File: src/rtl/ldc_pkg.sv
// Shared types, constants and scan tables for the luma DC inverse Hadamard block.
// No dependencies; used by every module of the block.
package ldc_pkg;

	localparam int CoefW  = 16;
	localparam int MatW   = 20;
	localparam int ProdW  = 26;
	localparam int ValW   = 32;
	localparam int IdxW   = 4;
	localparam int QpW    = 6;
	localparam int ScaleW = 5;
	localparam int ShW    = 4;

	localparam logic [QpW-1:0] QpShiftSplit = QpW'(12);
	localparam logic [IdxW-1:0] LastIdx     = IdxW'(15);

	typedef enum logic [1:0] {
		ST_LOAD,
		ST_ROW,
		ST_COL,
		ST_EMIT
	} state_t;

	typedef struct packed {
		logic            load;
		logic [IdxW-1:0] load_idx;
		logic            last_load;
		logic            row_pass;
		logic            col_pass;
		logic            emit;
		logic [IdxW-1:0] emit_idx;
	} cmd_t;

	function automatic logic [IdxW-1:0] zigzag_pos(input logic [IdxW-1:0] idx);
		logic [IdxW-1:0] r;
		case (idx)
			4'd0:    r = 4'd0;
			4'd1:    r = 4'd1;
			4'd2:    r = 4'd4;
			4'd3:    r = 4'd8;
			4'd4:    r = 4'd5;
			4'd5:    r = 4'd2;
			4'd6:    r = 4'd3;
			4'd7:    r = 4'd6;
			4'd8:    r = 4'd9;
			4'd9:    r = 4'd12;
			4'd10:   r = 4'd13;
			4'd11:   r = 4'd10;
			4'd12:   r = 4'd7;
			4'd13:   r = 4'd11;
			4'd14:   r = 4'd14;
			default: r = 4'd15;
		endcase
		return r;
	endfunction

	function automatic logic [IdxW-1:0] block_order(input logic [IdxW-1:0] idx);
		logic [IdxW-1:0] r;
		case (idx)
			4'd0:    r = 4'd0;
			4'd1:    r = 4'd1;
			4'd2:    r = 4'd4;
			4'd3:    r = 4'd5;
			4'd4:    r = 4'd2;
			4'd5:    r = 4'd3;
			4'd6:    r = 4'd6;
			4'd7:    r = 4'd7;
			4'd8:    r = 4'd8;
			4'd9:    r = 4'd9;
			4'd10:   r = 4'd12;
			4'd11:   r = 4'd13;
			4'd12:   r = 4'd10;
			4'd13:   r = 4'd11;
			4'd14:   r = 4'd14;
			default: r = 4'd15;
		endcase
		return r;
	endfunction

	function automatic logic [ScaleW-1:0] level_scale(input logic [2:0] rem);
		logic [ScaleW-1:0] r;
		case (rem)
			3'd0:    r = 5'd10;
			3'd1:    r = 5'd11;
			3'd2:    r = 5'd13;
			3'd3:    r = 5'd14;
			3'd4:    r = 5'd16;
			default: r = 5'd18;
		endcase
		return r;
	endfunction

endpackage

File: src/rtl/luma_dc_inverse_hadamard_dequant.sv
// Results come one per cycle once the sixteenth coefficient is in and both passes are done.
// A block of 16 coefficients takes 16 loads, a row pass, a column pass and 16 emits.
// No new block is loaded until the emit sweep through the coefficient matrix is done; results cannot be stalled.
// Reset (arst_n low) returns to loading with the coefficient count at zero; matrix is not cleared.
// Depends on ldc_pkg, ldc_ctrl and ldc_datapath.
module luma_dc_inverse_hadamard_dequant (
	input  logic                               clk,
	input  logic                               arst_n,
	input  logic                               start,
	output logic                               busy,
	input  logic signed [ldc_pkg::CoefW-1:0]   coefficient,
	input  logic        [ldc_pkg::QpW-1:0]     quant_param,
	output logic                               result_valid,
	output logic signed [ldc_pkg::ValW-1:0]    dc_value,
	output logic        [ldc_pkg::IdxW-1:0]    block_index,
	output logic                               last_result
);

	ldc_pkg::cmd_t cmd;

	ldc_ctrl u_ctrl (
		.clk    (clk),
		.arst_n (arst_n),
		.start  (start),
		.busy   (busy),
		.cmd    (cmd)
	);

	ldc_datapath u_dp (
		.clk          (clk),
		.arst_n       (arst_n),
		.cmd          (cmd),
		.coefficient  (coefficient),
		.quant_param  (quant_param),
		.dc_value     (dc_value),
		.block_index  (block_index),
		.last_result  (last_result),
		.result_valid (result_valid)
	);

endmodule

File: src/rtl/ldc_ctrl.sv
// Sequencer for the luma DC block: load, row pass, column pass, emit.
// Depends on ldc_pkg; drives the command struct of ldc_datapath.
module ldc_ctrl (
	input  logic          clk,
	input  logic          arst_n,
	input  logic          start,
	output logic          busy,
	output ldc_pkg::cmd_t cmd
);

	ldc_pkg::state_t state_q, state_nxt;
	logic [ldc_pkg::IdxW-1:0] count_q;
	logic accept;

	assign accept = start && (state_q == ldc_pkg::ST_LOAD);

	always_comb begin
		state_nxt = state_q;
		case (state_q)
			ldc_pkg::ST_LOAD: begin
				if (accept && count_q == ldc_pkg::LastIdx) state_nxt = ldc_pkg::ST_ROW;
			end
			ldc_pkg::ST_ROW:  state_nxt = ldc_pkg::ST_COL;
			ldc_pkg::ST_COL:  state_nxt = ldc_pkg::ST_EMIT;
			ldc_pkg::ST_EMIT: begin
				if (count_q == ldc_pkg::LastIdx) state_nxt = ldc_pkg::ST_LOAD;
			end
			default: state_nxt = ldc_pkg::ST_LOAD;
		endcase
	end

	always_comb begin
		busy          = 1'b1;
		cmd.load      = 1'b0;
		cmd.load_idx  = count_q;
		cmd.last_load = 1'b0;
		cmd.row_pass  = 1'b0;
		cmd.col_pass  = 1'b0;
		cmd.emit      = 1'b0;
		cmd.emit_idx  = count_q;
		case (state_q)
			ldc_pkg::ST_LOAD: begin
				busy          = 1'b0;
				cmd.load      = accept;
				cmd.last_load = accept && (count_q == ldc_pkg::LastIdx);
			end
			ldc_pkg::ST_ROW:  cmd.row_pass = 1'b1;
			ldc_pkg::ST_COL:  cmd.col_pass = 1'b1;
			ldc_pkg::ST_EMIT: cmd.emit = 1'b1;
			default:          busy = 1'b1;
		endcase
	end

	always_ff @(posedge clk or negedge arst_n) begin
		if (!arst_n) begin
			state_q <= ldc_pkg::ST_LOAD;
			count_q <= '0;
		end else begin
			state_q <= state_nxt;
			if (accept || state_q == ldc_pkg::ST_EMIT) count_q <= count_q + 1'b1;
		end
	end

endmodule

File: src/rtl/ldc_datapath.sv
// Coefficient matrix, in-place Hadamard butterflies and two-stage dequantiser.
// Depends on ldc_pkg; commanded by ldc_ctrl.
module ldc_datapath (
	input  logic                               clk,
	input  logic                               arst_n,
	input  ldc_pkg::cmd_t                      cmd,
	input  logic signed [ldc_pkg::CoefW-1:0]   coefficient,
	input  logic        [ldc_pkg::QpW-1:0]     quant_param,
	output logic signed [ldc_pkg::ValW-1:0]    dc_value,
	output logic        [ldc_pkg::IdxW-1:0]    block_index,
	output logic                               last_result,
	output logic                               result_valid
);

	logic signed [ldc_pkg::MatW-1:0] mat_q [16];
	logic signed [ldc_pkg::MatW-1:0] row_res [16];
	logic signed [ldc_pkg::MatW-1:0] col_res [16];

	logic [ldc_pkg::ScaleW-1:0] scale_q;
	logic [ldc_pkg::ShW-1:0]    shift_q;
	logic                       left_q;

	logic [11:0] qp_mul;
	logic [3:0]  qp_div;
	logic [2:0]  qp_rem6;
	logic        qp_ge12;

	logic signed [ldc_pkg::ProdW-1:0] prod_s1;
	logic        [ldc_pkg::IdxW-1:0]  idx_s1;
	logic                             valid_s1;

	logic signed [ldc_pkg::ValW-1:0]    ext;
	logic signed [ldc_pkg::ProdW:0]     rsum;
	logic signed [ldc_pkg::ProdW:0]     rval;
	logic        [ldc_pkg::ProdW:0]     rbias;
	logic signed [ldc_pkg::ValW-1:0]    deq;

	// quotient by six through a reciprocal, exact for six-bit values
	assign qp_mul  = 12'(quant_param) * 12'd43;
	assign qp_div  = qp_mul[11:8];
	assign qp_rem6 = 3'(quant_param - 6'(qp_div) * 6'd6);
	assign qp_ge12 = quant_param >= ldc_pkg::QpShiftSplit;

	always_comb begin
		logic signed [ldc_pkg::MatW-1:0] a, b, d, e;
		for (int r = 0; r < 4; r++) begin
			a = mat_q[4*r]     + mat_q[4*r + 1];
			b = mat_q[4*r + 2] + mat_q[4*r + 3];
			d = mat_q[4*r]     - mat_q[4*r + 1];
			e = mat_q[4*r + 2] - mat_q[4*r + 3];
			row_res[4*r]     = a + b;
			row_res[4*r + 1] = a - b;
			row_res[4*r + 2] = d - e;
			row_res[4*r + 3] = d + e;
		end
	end

	always_comb begin
		logic signed [ldc_pkg::MatW-1:0] a, b, d, e;
		for (int c = 0; c < 4; c++) begin
			a = mat_q[c]     + mat_q[4 + c];
			b = mat_q[8 + c] + mat_q[12 + c];
			d = mat_q[c]     - mat_q[4 + c];
			e = mat_q[8 + c] - mat_q[12 + c];
			col_res[c]      = a + b;
			col_res[4 + c]  = a - b;
			col_res[8 + c]  = d - e;
			col_res[12 + c] = d + e;
		end
	end

	always_ff @(posedge clk) begin
		if (cmd.load) mat_q[ldc_pkg::zigzag_pos(cmd.load_idx)] <= ldc_pkg::MatW'(coefficient);
		else if (cmd.row_pass) mat_q <= row_res;
		else if (cmd.col_pass) mat_q <= col_res;
	end

	always_ff @(posedge clk) begin
		if (cmd.last_load) begin
			scale_q <= ldc_pkg::level_scale(qp_rem6);
			left_q  <= qp_ge12;
			shift_q <= qp_ge12 ? qp_div - 4'd2 : 4'd2 - qp_div;
		end
	end

	always_ff @(posedge clk) begin
		prod_s1 <= mat_q[cmd.emit_idx] * $signed({1'b0, scale_q});
		idx_s1  <= cmd.emit_idx;
	end

	assign ext   = ldc_pkg::ValW'(prod_s1);
	assign rbias = (ldc_pkg::ProdW+1)'(1) << (shift_q - 4'd1);
	assign rsum  = (ldc_pkg::ProdW+1)'(prod_s1) + $signed(rbias);
	assign rval  = rsum >>> shift_q;
	assign deq   = left_q ? (ext <<< shift_q) : ldc_pkg::ValW'(rval);

	always_ff @(posedge clk) begin
		dc_value    <= deq;
		block_index <= ldc_pkg::block_order(idx_s1);
		last_result <= valid_s1 && (idx_s1 == ldc_pkg::LastIdx);
	end

	always_ff @(posedge clk or negedge arst_n) begin
		if (!arst_n) begin
			valid_s1     <= 1'b0;
			result_valid <= 1'b0;
		end else begin
			valid_s1     <= cmd.emit;
			result_valid <= valid_s1;
		end
	end

endmodule

File: config.mk
export PLATFORM = sky130hd
export DESIGN_NAME = luma_dc_inverse_hadamard_dequant
export DESIGN_NICKNAME = d
export VERILOG_FILES = /design/src/rtl/ldc_pkg.sv /design/src/rtl/luma_dc_inverse_hadamard_dequant.sv /design/src/rtl/ldc_ctrl.sv /design/src/rtl/ldc_datapath.sv
export SDC_FILE = /design/constraint.sdc
export NUM_CORES = 2
export LEC_CHECK = 0
export BUFFER_PORTS_ARGS = -buffer_cell sky130_fd_sc_hd__buf_2
export CORE_ASPECT_RATIO = 0.75
export CORE_MARGIN = 1.5
export CORE_UTILIZATION = 35
export CTS_BUF_LIST = sky130_fd_sc_hd__clkbuf_8
export CTS_CLUSTER_DIAMETER = 200
export DETAILED_ROUTE_END_ITERATION = 6
export HOLD_SLACK_MARGIN = 0.03
export PLACE_DENSITY = 0.62
export SLEW_MARGIN = 40
export SYNTH_ARGS = -nofsm -noshare
export SYNTH_HDL_FRONTEND = slang
export SYNTH_SLANG_ARGS = --single-unit
export TNS_END_PERCENT = 50
File: constraint.sdc
create_clock -name clk -period 7.2 [get_ports clk]
set_input_delay 2.16 -clock clk [delete_from_list [all_inputs] [get_ports clk]]
set_output_delay 2.16 -clock clk [all_outputs]
set_load 0.01 [all_outputs]
==> out/qor.yml <==
status: "finished clean"
cts-root-buf: "clkbuf_8"
vias: 78700
die_height_um: 423
drt_first_iter_violations: 11000
grt_max_degree: 119
rsz0062_at_grt: "no"
setup_viol: 0
htreeDepth: 3
multi_input_area_um2: 65000
dp_hpwl_um: 295000
cts-hold-fix-buffers: 0
fmax_ghz: 0.145
final.min_clock_period_ns: 6.89
cts.clk_slew.worst_paths_ns: 0.06
synth_common_cells: "ha_1, inv_1, a21oi_1"
overflow: 0
crit_required_ns: 7.92
ys_types: 110
worst_pin_slew_ns: 1.05
die_x_um: 562
clk_latency_ns: 0.90
fp.coreArea_um2: 233000
finalMaxSlewViolations: 0
final_layout_size_suffix_gt1_share_pct: 6.86
path_max_fanout: 22
clock-sinks: 405
yosysMostFrequentCell: "ha_1"
drc: 0
finalSetupTns_ns: 0
yosys_most_used_dff: "edfxtp_1"
synth_area_um2: 82100
port_buffers: 63
cts_tree: "yes"
finalHoldViolCount: 0
dr.pass1.iters: 7
grt_usage_pct: 28.5
post_drt_wl_per_cell_um: 26.1
synth_edf_count: 330
postRouteAntennaNets: 0
syn_to_final_growth_pct: 7.25
antenna_found_initial: 28
clockBufferDepth: 3
fin_nets: 11800
ys_seq_area_share_pct: 13.9
routabilityCongestion: 1.04
async_flop_share_pct: 1.98
ios: 64
synth_area_per_cell_um2: 7.79
seq_area_um2: 11500
cts_setup_buffers: 0
yosysTopAreaCellShare_pct: 20.2
cts_resized: 0
yosys.area.top_type: "ha_1"
arrival_ns: 7.61
fin_skew_ns: 0.0731
grt_pass1_wl_um: 493000
nFillCells: 24300
initial_utilization_pct: 35.3
cp-start-kind: "flop"
netlist_instances: 10500
endpoint_kind: "flop"
timing.final.crit_share_pct: 95.7
hp-class: "flop to flop"
totalWireLength_um: 352000
via_per_inst: 5.83
rows: 153
die_area_um2: 238000
yosys_warnings: 0
first_global_vias: 71600
cts_buffers: 83
timing.slew.headroom_pct: 29.8
ys_seq_elements: 405
synth_nets: 12000
maxCapViolCount: 0
path_class: "flop to flop"
ys_top_cells_by_area: "ha_1, edfxtp_1, xnor2_1"
[state kept, by name, indices dropped and copies added (netlist names)]
register,flops
u_dp.last_result,1
u_dp.valid_s1,1
u_dp.left_q,1
u_dp.mat_q,320
u_dp.idx_s1,4
u_ctrl.state_q,2
u_dp.prod_s1,26
u_dp.block_index,4
u_dp.shift_q,4
u_dp.result_valid,1
u_dp.dc_value,32
u_dp.scale_q,5
u_ctrl.count_q,4
[layout make-up]
type	count	area share, %
repair buffers	201	1.58
clock buffers	86	1.34
flip-flops and latches	405	13.0
well taps	3100	4.40
clock inverters	70	0.824
diodes	9	0.0256
inverters	1179	5.03
multi-input cells	8465	73.8
[final timing paths]
kind | startpoint | end | slack [ns] | depth (start not counted)
max | u_ctrl.count_q[0] | u_dp.prod_s1[25] | 0.31 | 21
min | u_dp.valid_s1 | u_dp.result_valid | 0.37 | 0
max reg2reg | u_ctrl.count_q[0] | u_dp.prod_s1[25] | 0.31 | 21
min reg2reg | u_dp.valid_s1 | u_dp.result_valid | 0.37 | 0
max in group asynchronous | arst_n | u_ctrl.state_q[0] | 5.68 | 1
min in group asynchronous | arst_n | u_ctrl.count_q[0] | 1.20 | 1
[cells by family after synthesis]
logic type | Yosys count | synth area share, %
mux | 206 | 4.10
compound gates | 2972 | 23.5
xor+xnor | 1149 | 12.3
fa+ha+maj | 1454 | 23.3
flops | 405 | 13.9
simple gates | 2684 | 15.2
buf+inv | 1672 | 7.68
[per-stage QoR]
step | hold WS (ns) | instances | setup WS [ns] | utilization, % | area, um^2
after global placement | 0.361 | 13300 | 0.340 | 36.8 | 85600
after detailed placement | 0.362 | 13400 | 0.340 | 36.9 | 85900
after CTS | 0.376 | 13500 | 0.298 | 37.7 | 87800
after floorplan | 0.330 | 10500 | 0.379 | - | 82100
final | 0.372 | 13500 | 0.310 | 37.9 | 88100
after global routing | 0.392 | 13500 | 0.0390 | 37.9 | 88100
[layout by cell type, fill, tap and decap left out, types with 42 or more instances in the layout]
cell	Yosys	layout
fa_1	130	130
and2_1	80	79
or3_1	116	116
nand3_1	144	144
clkbuf_8	0	86
buf_4	1	134
nand2_1	647	644
nor2b_1	135	135
a211oi_1	56	54
nor2_1	944	938
o211ai_1	80	80
buf_2	16	63
dfxtp_1	67	67
mux4_2	102	102
o31ai_1	59	59
xnor2_2	4	57
nand2b_1	154	154
o21ai_1	95	95
a21o_1	167	167
and3_1	67	67
o41ai_1	45	42
xor2_1	277	272
o21bai_1	287	287
a31oi_1	94	94
edfxtp_1	330	330
ha_1	1324	1323
a22o_1	81	81
xnor2_1	868	815
mux2i_1	79	79
inv_1	1167	1181
a21oi_1	948	945
nor3_1	240	240
o21ai_0	545	529
o21a_1	73	73
[critical path: stages (launching register included)]
cell and delay, ns:
dfrtp_4 0.74, mux4_2 0.64, mux4_2 0.65, and2_1 0.23
fa_1 0.55, inv_1 0.07, fa_1 0.48, fa_1 0.48
inv_1 0.04, ha_1 0.31, a21o_1 0.19, a21oi_1 0.22
o21bai_1 0.11, a21o_1 0.20, a21oi_2 0.17, o21ai_1 0.12
o41ai_2 0.34, o21ai_1 0.21, o211a_1 0.27, a2111oi_2 0.41
a21oi_1 0.14, xnor2_1 0.14
[routing by layer]
| metal | share of wire, % | vias up | track usage, % |
|---|---|---|---|
| li1 | - | 36200 | - |
| met2 | 36 | 4440 | 35.9 |
| met5 | 0.23 | - | 1.92 |
| met3 | 19 | 344 | 15.6 |
| met4 | 1.7 | 22 | 4.97 |
| met1 | 44 | 37700 | 41.4 |
Power is left out: the tool's default activity adds up to more than one toggle a clock period on the data nets, which glitch-free logic cannot reach.
